**config.mk**
```make
export PLATFORM = sky130hd
export DESIGN_NAME = echo_confirm_link_sender
export DESIGN_NICKNAME = d
export VERILOG_FILES = /design/src/hdl/ecls_pkg.sv /design/src/hdl/ecls_front.sv /design/src/hdl/ecls_queue.sv /design/src/hdl/ecls_back.sv /design/src/hdl/echo_confirm_link_sender.sv
export VERILOG_INCLUDE_DIRS = /design/src /design/src/hdl
export SDC_FILE = /design/constraint.sdc
export NUM_CORES = 1
export LEC_CHECK = 0
export ABC_AREA = 1
export BUFFER_PORTS_ARGS = -buffer_cell sky130_fd_sc_hd__buf_2
export CORE_ASPECT_RATIO = 1.1
export CORE_MARGIN = 2
export CORE_UTILIZATION = 35
export CTS_BUF_LIST = sky130_fd_sc_hd__clkbuf_16
export DETAILED_ROUTE_END_ITERATION = 7
export GPL_TIMING_DRIVEN = 0
export HOLD_SLACK_MARGIN = 0.03
export PLACE_DENSITY = 0.62
export SETUP_SLACK_MARGIN = 0.2
export SYNTH_ARGS = -nofsm -noshare
export SYNTH_HDL_FRONTEND = slang
export SYNTH_SLANG_ARGS = --single-unit
```
**constraint.sdc**
```tcl
create_clock -name i_clk -period 5.6 [get_ports i_clk]
set_input_delay 0.28 -clock i_clk [delete_from_list [all_inputs] [get_ports i_clk]]
set_output_delay 0.28 -clock i_clk [all_outputs]
set_load 0.005 [all_outputs]
```
**src/hdl/assert_macros.svh**
```systemverilog
// Assertion macros shared by the echo confirm link sender RTL.
`ifndef ASSERT_MACROS_SVH
`define ASSERT_MACROS_SVH

// Property that must hold at every clock edge outside reset.
`define ASSERT_ALWAYS(label, clk, rst_n, prop, msg) \
    label: assert property (@(posedge clk) disable iff (!rst_n) (prop)) else $error(msg);

// Antecedent in one cycle implies consequent in the same cycle.
`define ASSERT_IMPLY(label, clk, rst_n, ante, cons, msg) \
    label: assert property (@(posedge clk) disable iff (!rst_n) (ante) |-> (cons)) else $error(msg);

// Antecedent in one cycle implies consequent in the next cycle.
`define ASSERT_NEXT(label, clk, rst_n, ante, cons, msg) \
    label: assert property (@(posedge clk) disable iff (!rst_n) (ante) |=> (cons)) else $error(msg);

`endif

```
**src/hdl/ecls_pkg.sv**
```systemverilog
// Types, codes and helpers shared by the echo confirm link sender.
`timescale 1ns / 1ps
`default_nettype none

package ecls_pkg;

    // event kinds
    localparam logic [1:0] OP_HOST   = 2'd0;
    localparam logic [1:0] OP_DONE   = 2'd1;
    localparam logic [1:0] OP_PACKET = 2'd2;
    localparam logic [1:0] OP_TICK   = 2'd3;

    // result actions
    localparam logic [2:0] ACT_SEND     = 3'd0;
    localparam logic [2:0] ACT_RX       = 3'd1;
    localparam logic [2:0] ACT_CONFIRM  = 3'd2;
    localparam logic [2:0] ACT_ACK      = 3'd3;
    localparam logic [2:0] ACT_GET      = 3'd4;
    localparam logic [2:0] ACT_MISMATCH = 3'd5;
    localparam logic [2:0] ACT_REJECT   = 3'd6;
    localparam logic [2:0] ACT_TIMEOUT  = 3'd7;

    localparam logic [7:0]  GET_MARK      = 8'hFF;
    localparam logic [7:0]  CODE_OK       = 8'hAA;
    localparam logic [7:0]  CODE_BAD      = 8'hFF;
    localparam logic [7:0]  MIN_ECHO_LEN  = 8'd2;
    localparam logic [1:0]  CNT_COMMAND   = 2'd2;
    localparam logic [1:0]  CNT_CONFIRM   = 2'd1;
    localparam logic [1:0]  CNT_NONE      = 2'd0;
    localparam logic [15:0] TIMEOUT_RESET = 16'd200;
    localparam logic [15:0] TICKS_MAX     = 16'hFFFF;

    typedef struct packed {
        logic [1:0] opcode;
        logic [7:0] command_byte;
        logic [7:0] value_byte;
        logic [7:0] echo_first;
        logic [7:0] echo_second;
        logic [7:0] packet_length;
        logic       read_good;
    } t_in_item;

    typedef struct packed {
        logic [2:0] action;
        logic [7:0] byte_one;
        logic [7:0] byte_two;
        logic [1:0] byte_count;
        logic       last;
    } t_out_item;

    // all results of one request
    typedef struct packed {
        logic      two;
        t_out_item res0;
        t_out_item res1;
    } t_entry;

    typedef struct packed {
        logic   valid;
        t_entry entry;
    } t_push;

    typedef struct packed {
        logic   valid;
        t_entry entry;
    } t_head;

    function automatic t_out_item mk_res(input logic [2:0] act, input logic [7:0] b1,
                                         input logic [7:0] b2, input logic [1:0] cnt,
                                         input logic last);
        t_out_item r;
        r.action     = act;
        r.byte_one   = b1;
        r.byte_two   = b2;
        r.byte_count = cnt;
        r.last       = last;
        return r;
    endfunction

endpackage

`default_nettype wire

```
**src/hdl/ecls_front.sv**
```systemverilog
// Front end: accepts events, runs the link state machine, queues results.
`timescale 1ns / 1ps
`default_nettype none

`include "assert_macros.svh"

module ecls_front (
    input  wire logic              i_clk,
    input  wire logic              i_rst_n,
    input  wire logic              i_accept,
    input  wire ecls_pkg::t_in_item i_item,
    input  wire logic              i_cfg_wr_en,
    input  wire logic [15:0]       i_cfg_wr_data,
    output ecls_pkg::t_push        o_push
);

    typedef enum logic [3:0] {
        PH_IDLE    = 4'b0001,
        PH_TX      = 4'b0010,
        PH_ECHO    = 4'b0100,
        PH_CONFIRM = 4'b1000
    } t_phase;

    t_phase      r_phase, n_phase;
    logic [7:0]  r_held_cmd, n_held_cmd;
    logic [7:0]  r_held_val, n_held_val;
    logic        r_is_get, n_is_get;
    logic        r_matched, n_matched;
    logic [7:0]  r_answer, n_answer;
    logic [15:0] r_elapsed, n_elapsed;
    logic [15:0] r_timeout;

    logic [15:0] elapsed_inc;
    logic        match_now;
    logic        get_now;
    ecls_pkg::t_out_item send_res;

    assign elapsed_inc = (r_elapsed == ecls_pkg::TICKS_MAX) ? r_elapsed
                                                            : r_elapsed + 16'd1;
    assign get_now     = (r_held_val == ecls_pkg::GET_MARK);
    assign match_now   = get_now ? (i_item.echo_first == r_held_cmd)
                                 : ((i_item.echo_first == r_held_cmd) &&
                                    (i_item.echo_second == r_held_val));
    assign send_res    = ecls_pkg::mk_res(ecls_pkg::ACT_SEND, r_held_cmd, r_held_val,
                                          ecls_pkg::CNT_COMMAND, 1'b1);

    always_comb begin
        n_phase    = r_phase;
        n_held_cmd = r_held_cmd;
        n_held_val = r_held_val;
        n_is_get   = r_is_get;
        n_matched  = r_matched;
        n_answer   = r_answer;
        n_elapsed  = r_elapsed;
        o_push     = '0;

        if (i_accept) begin
            unique case (r_phase)
                PH_TX: begin
                    if (i_item.opcode == ecls_pkg::OP_DONE) begin
                        o_push.valid          = 1'b1;
                        o_push.entry.res0     = ecls_pkg::mk_res(ecls_pkg::ACT_RX, 8'd0,
                                                    8'd0, ecls_pkg::CNT_NONE, 1'b1);
                        n_elapsed             = '0;
                        n_phase               = PH_ECHO;
                    end
                end
                PH_ECHO: begin
                    if (i_item.opcode == ecls_pkg::OP_PACKET) begin
                        o_push.valid = 1'b1;
                        if (i_item.read_good &&
                            (i_item.packet_length >= ecls_pkg::MIN_ECHO_LEN)) begin
                            n_is_get  = get_now;
                            n_matched = match_now;
                            if (get_now) begin
                                n_answer = i_item.echo_second;
                            end
                            o_push.entry.res0 = ecls_pkg::mk_res(ecls_pkg::ACT_CONFIRM,
                                match_now ? ecls_pkg::CODE_OK : ecls_pkg::CODE_BAD,
                                8'd0, ecls_pkg::CNT_CONFIRM, 1'b1);
                            n_phase = PH_CONFIRM;
                        end else begin
                            // bad read or short echo: resend the command
                            o_push.entry.res0 = send_res;
                            n_phase           = PH_TX;
                        end
                    end else if (i_item.opcode == ecls_pkg::OP_TICK) begin
                        n_elapsed = elapsed_inc;
                        if (elapsed_inc >= r_timeout) begin
                            o_push.valid      = 1'b1;
                            o_push.entry.two  = 1'b1;
                            o_push.entry.res0 = ecls_pkg::mk_res(ecls_pkg::ACT_TIMEOUT,
                                r_held_cmd, r_held_val, ecls_pkg::CNT_NONE, 1'b0);
                            o_push.entry.res1 = send_res;
                            n_phase           = PH_TX;
                        end
                    end
                end
                PH_CONFIRM: begin
                    if (i_item.opcode == ecls_pkg::OP_DONE) begin
                        o_push.valid = 1'b1;
                        if (!r_matched) begin
                            o_push.entry.two  = 1'b1;
                            o_push.entry.res0 = ecls_pkg::mk_res(ecls_pkg::ACT_MISMATCH,
                                r_held_cmd, r_held_val, ecls_pkg::CNT_NONE, 1'b0);
                            o_push.entry.res1 = send_res;
                            n_phase           = PH_TX;
                        end else if (r_is_get) begin
                            o_push.entry.res0 = ecls_pkg::mk_res(ecls_pkg::ACT_GET,
                                r_held_cmd, r_answer, ecls_pkg::CNT_NONE, 1'b1);
                            n_phase           = PH_IDLE;
                        end else begin
                            o_push.entry.res0 = ecls_pkg::mk_res(ecls_pkg::ACT_ACK,
                                r_held_cmd, r_held_val, ecls_pkg::CNT_NONE, 1'b1);
                            n_phase           = PH_IDLE;
                        end
                    end
                end
                default: begin
                    // idle: latch and send a host command
                    if (i_item.opcode == ecls_pkg::OP_HOST) begin
                        n_held_cmd        = i_item.command_byte;
                        n_held_val        = i_item.value_byte;
                        o_push.valid      = 1'b1;
                        o_push.entry.res0 = ecls_pkg::mk_res(ecls_pkg::ACT_SEND,
                            i_item.command_byte, i_item.value_byte,
                            ecls_pkg::CNT_COMMAND, 1'b1);
                        n_phase           = PH_TX;
                    end
                end
            endcase

            // busy: reject host commands without touching state
            if ((i_item.opcode == ecls_pkg::OP_HOST) && (r_phase != PH_IDLE)) begin
                o_push.valid      = 1'b1;
                o_push.entry.two  = 1'b0;
                o_push.entry.res0 = ecls_pkg::mk_res(ecls_pkg::ACT_REJECT, 8'd0, 8'd0,
                                                     ecls_pkg::CNT_NONE, 1'b1);
            end
        end
    end

    always_ff @(posedge i_clk) begin
        if (!i_rst_n) begin
            r_phase    <= PH_IDLE;
            r_held_cmd <= '0;
            r_held_val <= '0;
            r_is_get   <= 1'b0;
            r_matched  <= 1'b0;
            r_answer   <= '0;
            r_elapsed  <= '0;
            r_timeout  <= ecls_pkg::TIMEOUT_RESET;
        end else begin
            r_phase    <= n_phase;
            r_held_cmd <= n_held_cmd;
            r_held_val <= n_held_val;
            r_is_get   <= n_is_get;
            r_matched  <= n_matched;
            r_answer   <= n_answer;
            r_elapsed  <= n_elapsed;
            if (i_cfg_wr_en) begin
                r_timeout <= i_cfg_wr_data;
            end
        end
    end

    `ASSERT_IMPLY(a_pair_last, i_clk, i_rst_n, o_push.valid && o_push.entry.two, !o_push.entry.res0.last && o_push.entry.res1.last && (o_push.entry.res1.action == ecls_pkg::ACT_SEND), "two-result request has bad last flags")
    `ASSERT_NEXT(a_send_to_tx, i_clk, i_rst_n, o_push.valid && !o_push.entry.two && (o_push.entry.res0.action == ecls_pkg::ACT_SEND), r_phase == PH_TX, "send command did not enter transmitting")

endmodule

`default_nettype wire

```
**src/hdl/ecls_queue.sv**
```systemverilog
// Short queue of per-request result entries between front and back.
`timescale 1ns / 1ps
`default_nettype none

`include "assert_macros.svh"

module ecls_queue #(
    parameter int DEPTH = 4
) (
    input  wire logic            i_clk,
    input  wire logic            i_rst_n,
    input  wire ecls_pkg::t_push i_push,
    input  wire logic            i_pop,
    output ecls_pkg::t_head      o_head,
    output logic                 o_full
);

    localparam int PW = (DEPTH > 1) ? $clog2(DEPTH) : 1;
    localparam int CW = $clog2(DEPTH + 1);
    localparam logic [PW-1:0] LAST_PTR = PW'(DEPTH - 1);
    localparam logic [CW-1:0] FULL_CNT = CW'(DEPTH);

    ecls_pkg::t_entry r_mem [DEPTH];
    logic [PW-1:0]    r_wr_ptr, r_rd_ptr;
    logic [CW-1:0]    r_count;
    logic             push, pop;

    assign push         = i_push.valid;
    assign pop          = i_pop && (r_count != '0);
    assign o_full       = (r_count == FULL_CNT);
    assign o_head.valid = (r_count != '0);
    assign o_head.entry = r_mem[r_rd_ptr];

    always_ff @(posedge i_clk) begin
        if (push) begin
            r_mem[r_wr_ptr] <= i_push.entry;
        end
    end

    always_ff @(posedge i_clk) begin
        if (!i_rst_n) begin
            r_wr_ptr <= '0;
            r_rd_ptr <= '0;
            r_count  <= '0;
        end else begin
            if (push) begin
                r_wr_ptr <= (r_wr_ptr == LAST_PTR) ? '0 : r_wr_ptr + PW'(1);
            end
            if (pop) begin
                r_rd_ptr <= (r_rd_ptr == LAST_PTR) ? '0 : r_rd_ptr + PW'(1);
            end
            case ({push, pop})
                2'b10:   r_count <= r_count + CW'(1);
                2'b01:   r_count <= r_count - CW'(1);
                default: r_count <= r_count;
            endcase
        end
    end

    `ASSERT_ALWAYS(a_no_overflow, i_clk, i_rst_n, !(push && o_full), "push into full queue")
    `ASSERT_ALWAYS(a_count_range, i_clk, i_rst_n, r_count <= FULL_CNT, "queue count beyond depth")

endmodule

`default_nettype wire

```
**src/hdl/ecls_back.sv**
```systemverilog
// Back end: splits queued entries into single results behind an output register.
`timescale 1ns / 1ps
`default_nettype none

`include "assert_macros.svh"

module ecls_back (
    input  wire logic            i_clk,
    input  wire logic            i_rst_n,
    input  wire ecls_pkg::t_head i_head,
    output logic                 o_pop,
    output logic                 o_out_valid,
    input  wire logic            i_out_stall,
    output ecls_pkg::t_out_item  o_out_item
);

    logic                r_out_valid, n_out_valid;
    ecls_pkg::t_out_item r_out, n_out;
    logic                r_sub, n_sub;
    logic                load;

    assign load        = !r_out_valid || !i_out_stall;
    assign o_out_valid = r_out_valid;
    assign o_out_item  = r_out;

    always_comb begin
        n_out_valid = r_out_valid;
        n_out       = r_out;
        n_sub       = r_sub;
        o_pop       = 1'b0;
        if (load) begin
            n_out_valid = i_head.valid;
            if (i_head.valid) begin
                n_out = r_sub ? i_head.entry.res1 : i_head.entry.res0;
                if (i_head.entry.two && !r_sub) begin
                    n_sub = 1'b1;
                end else begin
                    // last result of this entry: drop it from the queue
                    n_sub = 1'b0;
                    o_pop = 1'b1;
                end
            end
        end
    end

    always_ff @(posedge i_clk) begin
        if (!i_rst_n) begin
            r_out_valid <= 1'b0;
            r_sub       <= 1'b0;
        end else begin
            r_out_valid <= n_out_valid;
            r_sub       <= n_sub;
        end
        r_out <= n_out;
    end

    `ASSERT_IMPLY(a_sub_pair, i_clk, i_rst_n, r_sub, i_head.valid && i_head.entry.two, "second half pending without a pair at the head")

endmodule

`default_nettype wire

```
**src/hdl/echo_confirm_link_sender.sv**
```systemverilog
// Top level of the echo confirm link sender.
// Usage:
//   Input channel (i_in_valid / o_in_stall / i_in_item) carries events: host
//   command, radio done, packet received and tick. A request is taken at a
//   clock edge with i_in_valid high and o_in_stall low.
//   Output channel (o_out_valid / i_out_stall / o_out_item) gives the actions
//   to perform; last marks the final result of an event. Each event gives
//   zero, one or two results.
//   Configuration: i_cfg_wr_en / i_cfg_wr_data write the echo timeout in
//   ticks; write only while the link is quiet.
// The first result of an event passes through the result queue and then the
//   output register. Throughput: one event per cycle while o_in_stall is low;
//   an event with two results gives them one at a time from the single output register.
// Reset (synchronous, active low) returns to idle, clears the result queue
//   and loads the timeout of 200 ticks.
// When the receiver stalls, results collect in a QUEUE_DEPTH entry queue;
//   o_in_stall rises only once that queue is full.
`timescale 1ns / 1ps
`default_nettype none

module echo_confirm_link_sender #(
    parameter int QUEUE_DEPTH = 4
) (
    input  wire logic               i_clk,
    input  wire logic               i_rst_n,
    input  wire logic               i_in_valid,
    output logic                    o_in_stall,
    input  wire ecls_pkg::t_in_item i_in_item,
    output logic                    o_out_valid,
    input  wire logic               i_out_stall,
    output ecls_pkg::t_out_item     o_out_item,
    input  wire logic               i_cfg_wr_en,
    input  wire logic [15:0]        i_cfg_wr_data
);

    ecls_pkg::t_push push;
    ecls_pkg::t_head head;
    logic            pop;
    logic            full;
    logic            accept;

    assign o_in_stall = full;
    assign accept     = i_in_valid && !full;

    ecls_front u_front (
        .i_clk         (i_clk),
        .i_rst_n       (i_rst_n),
        .i_accept      (accept),
        .i_item        (i_in_item),
        .i_cfg_wr_en   (i_cfg_wr_en),
        .i_cfg_wr_data (i_cfg_wr_data),
        .o_push        (push)
    );

    ecls_queue #(
        .DEPTH (QUEUE_DEPTH)
    ) u_queue (
        .i_clk   (i_clk),
        .i_rst_n (i_rst_n),
        .i_push  (push),
        .i_pop   (pop),
        .o_head  (head),
        .o_full  (full)
    );

    ecls_back u_back (
        .i_clk       (i_clk),
        .i_rst_n     (i_rst_n),
        .i_head      (head),
        .o_pop       (pop),
        .o_out_valid (o_out_valid),
        .i_out_stall (i_out_stall),
        .o_out_item  (o_out_item)
    );

endmodule

`default_nettype wire
```
==> out/metrics.yaml <==
clock_network:
  postCtsSetupBuffers: 0
  cts_made_buffers: 28
  htree_levels: 1
  cts_resized: 0
  cts_tree: "done"
  clockRootBuffer: "clkbuf_16"
  cts.sinks: 255
  clockBufferDepth: 3
  clk_latency_ps: 570
  clkTransAtPathRegs_ps: 60
  cts_hold_buf: 23
synth:
  syn_area_um2: 11500
  yosys_warnings: 0
  ys_seq_area_share_pct: 60.0
  syn_area_per_cell_um2: 9.56
  yosys.area.top_type_share_pct: 47.4
  post-synth-top-count-cell: "nor2_1"
  yosys-top-cells-count: "nor2_1, edfxtp_1, nand2_1, o21ai_0, inv_1"
  ys_types: 45
  ys_ff_latch: 255
  synth_top_area_cell: "edfxtp_1"
  synth_edf_count: 182
  syn_inst: 1207
  synthTopCellsByArea: "edfxtp_1, dfxtp_1, nor2_1"
  ys.flop_type: "edfxtp_1"
  synthArstFlopShare_pct: 0
  synth_nets: 1295
sta:
  period_needed_ps: 4670
  finalHoldViolCount: 0
  min_period_over_period_pct: 83.3
  rsz0062_at_grt: "no"
  setup_viol: 0
  fin_skew_ps: 26.5
  setup_slack_ps: 935
  finalSetupTns_ps: 0
  drv_slew: 0
  max_freq_ghz: 0.214
  slew-limit-headroom_pct: 40.6
  worstMarginPinSlew_ps: 892
route:
  wl_per_cell_um: 16.9
  wl_met3_mm: 2.19
  drc_errors: 0
  firstDrtPassIters: 5
  ant_nets: 0
  highest_layer: "met5"
  drt_iter0_markers: 764
  routed_wl_mm: 30.4
  met2_length_mm: 14.5
  vias: 9011
  drt-vias-per-instance: 5.01
  wl_met1_mm: 12.8
pwr:
  internal_power_w: 0.00372
  ir_worst_vdd_mv: 0.189
  power_switching_w: 0.00173
  clkPwrFrac_pct: 33.2
  leakagePower_nw: 5.29
  pwr-share-seq_pct: 42.4
  switching_share_pct: 31.8
  combPwrFrac_pct: 24.5
  p_per_area_nw_per_um2: 396
placed_design:
  dpl_worst_slack_ps: 1020
  detailed_place_hpwl_mm: 21.5
  gp_congestion: 0.883
  port_buffers: 85
floorplan:
  die_x_um: 177
  num_rows: 69
  io-pin-count: 88
  start_util_pct: 35.6
  die-area_um2: 34400
  coreArea_um2: 32400
  die_y_um: 194
min_path:
  hold_start: "i_cfg_wr_data[15]"
  min_path_type: "in -> reg"
  holdPathStages: 3
  hold_path_end: "u_front.r_timeout[15]"
global_routing:
  first_global_vias: 8685
  grt_max_degree: 30
  grt_pass1_wl_mm: 46.7
  globalRouteTotalUtil_pct: 17.5
  grt_overflow: 0
  antenna_found_initial: 5
worst_setup_path:
  startpoint_type: "flop"
  timing.rr.end: "u_queue.r_count[2]"
  r2r_cells: 26
  r2r_slack_ps: 930
  rr_startpoint: "u_front.r_elapsed[0]"
  criticalPathCategory: "reg -> reg"
  crit_fanout: 10
  endpoint_kind: "flop"
  required_ps: 6080
  worstPathArrival_ps: 5150
final_layout:
  layout-drive-gt1-share_pct: 13.9
  layout.nets: 1437
  syn2layout_area_growth_pct: 19.3
flow_run:
  max_cap_violations: 0
status:
  outcome: "finished, final reports clean"
## layout by cell type (no fill, tap or decap), types with 28 or more instances in the layout
| master | count |
|---|---|
| nand2_1 | 181 |
| nand3_1 | 37 |
| o21ai_0 | 136 |
| inv_1 | 112 |
| a21oi_1 | 96 |
| nor2_1 | 180 |
| buf_2 | 93 |
| clkbuf_1 | 34 |
| clkbuf_16 | 28 |
| edfxtp_1 | 182 |
| dfxtp_1 | 73 |
## kinds of logic after synthesis
family                     after synthesis  share of synthesized area [%]
AOI/OAI and AO/OA                      290                           13.4
DFF                                    255                           60.0
adders and majority gates               24                           2.67
xor gates and xnor gates                18                           1.37
buffers and inverters                  170                           5.88
and+or+nand+nor                        450                           16.6
## layer usage
layer,vias up,track usage (%)
met3,58,2.91
met5,-,0
li1,4415,-
met4,4,5.33
met2,304,29.4
met1,4230,22.9
## stage by stage
step	instances	hold WS [ps]	cell area [um2]	total power [W]	util [%]
after global routing	1797	47.2	13800	0.00571	42.5
after detailed placement	1722	442	12600	0.00367	39.0
after floorplan	1207	391	11500	0.00311	-
after CTS	1796	30.2	13800	0.00548	42.5
final	1800	33.0	13800	0.00545	42.5
after global placement	1718	438	12500	0.00360	38.6
## power by group through the flow
stage	clock network, W	logic (W)	registers (W)
global placement	0	0.00124	0.00236
detailed placement	0	0.00132	0.00235
global route	0.00190	0.00149	0.00233
finish	0.00181	0.00133	0.00231
CTS	0.00183	0.00134	0.00231
floorplan	0	0.000751	0.00236
## cell type report
type | count | area (um2)
buffer | 49 | 224
antenna | 4 | 10.0
tap | 426 | 533
fill | 3126 | 18600
inverter | 121 | 454
timing repair buffer | 112 | 736
clock inverter | 23 | 208
clock buffer | 28 | 701
multi-input combinational | 782 | 3980
sequential | 255 | 6930
## worst max path at each step
stage / start / endpoint / slack (ps) / cells after the start
finish: u_front.r_elapsed[0] / u_queue.r_count[2] / 930 / 26
global route: u_front.r_elapsed[0] / u_queue.r_count[2] / 580 / 21
CTS: u_front.r_elapsed[0] / u_queue.r_count[2] / 970 / 26
detailed placement: u_front.r_elapsed[0] / u_queue.r_count[2] / 1020 / 26
global placement: u_front.r_elapsed[0] / u_queue.r_mem[3][29] / -980 / 20
floorplan: u_front.r_elapsed[0] / u_queue.r_mem[0][10] / 1040 / 20
## flip-flops by register name, indices dropped and copies added, names as in the netlist, 2 cells and up, named ones only
register            count
u_back.o_out_item      22
u_front.r_answer        8
u_front.r_elapsed      16
u_front.r_held_cmd      8
u_front.r_held_val      8
u_front.r_phase         4
u_front.r_timeout      16
u_queue.r_count         3
u_queue.r_mem         160
u_queue.r_rd_ptr        2
u_queue.r_wr_ptr        2
## critical path, cell delays in order, from the launching register on
cell and delay, ps:
dfxtp_1 450, ha_1 220, nand2_1 80, nor2_1 200, nand2_1 150, nor2_2 210, inv_1 90, buf_2 190
o21ai_1 170, ha_1 200, nand2_1 60, inv_1 40, nand2_1 60, nor2_1 100, nor2_1 40, nand2_1 80
nand2_1 50, nand2_1 200, nand2_2 170, nand4_1 200, nand2_1 290, ha_1 360, fa_1 450, a21oi_1 150
o21a_1 150, o21ai_0 70, a21oi_1 140
(Power assumes the default switching activity.)
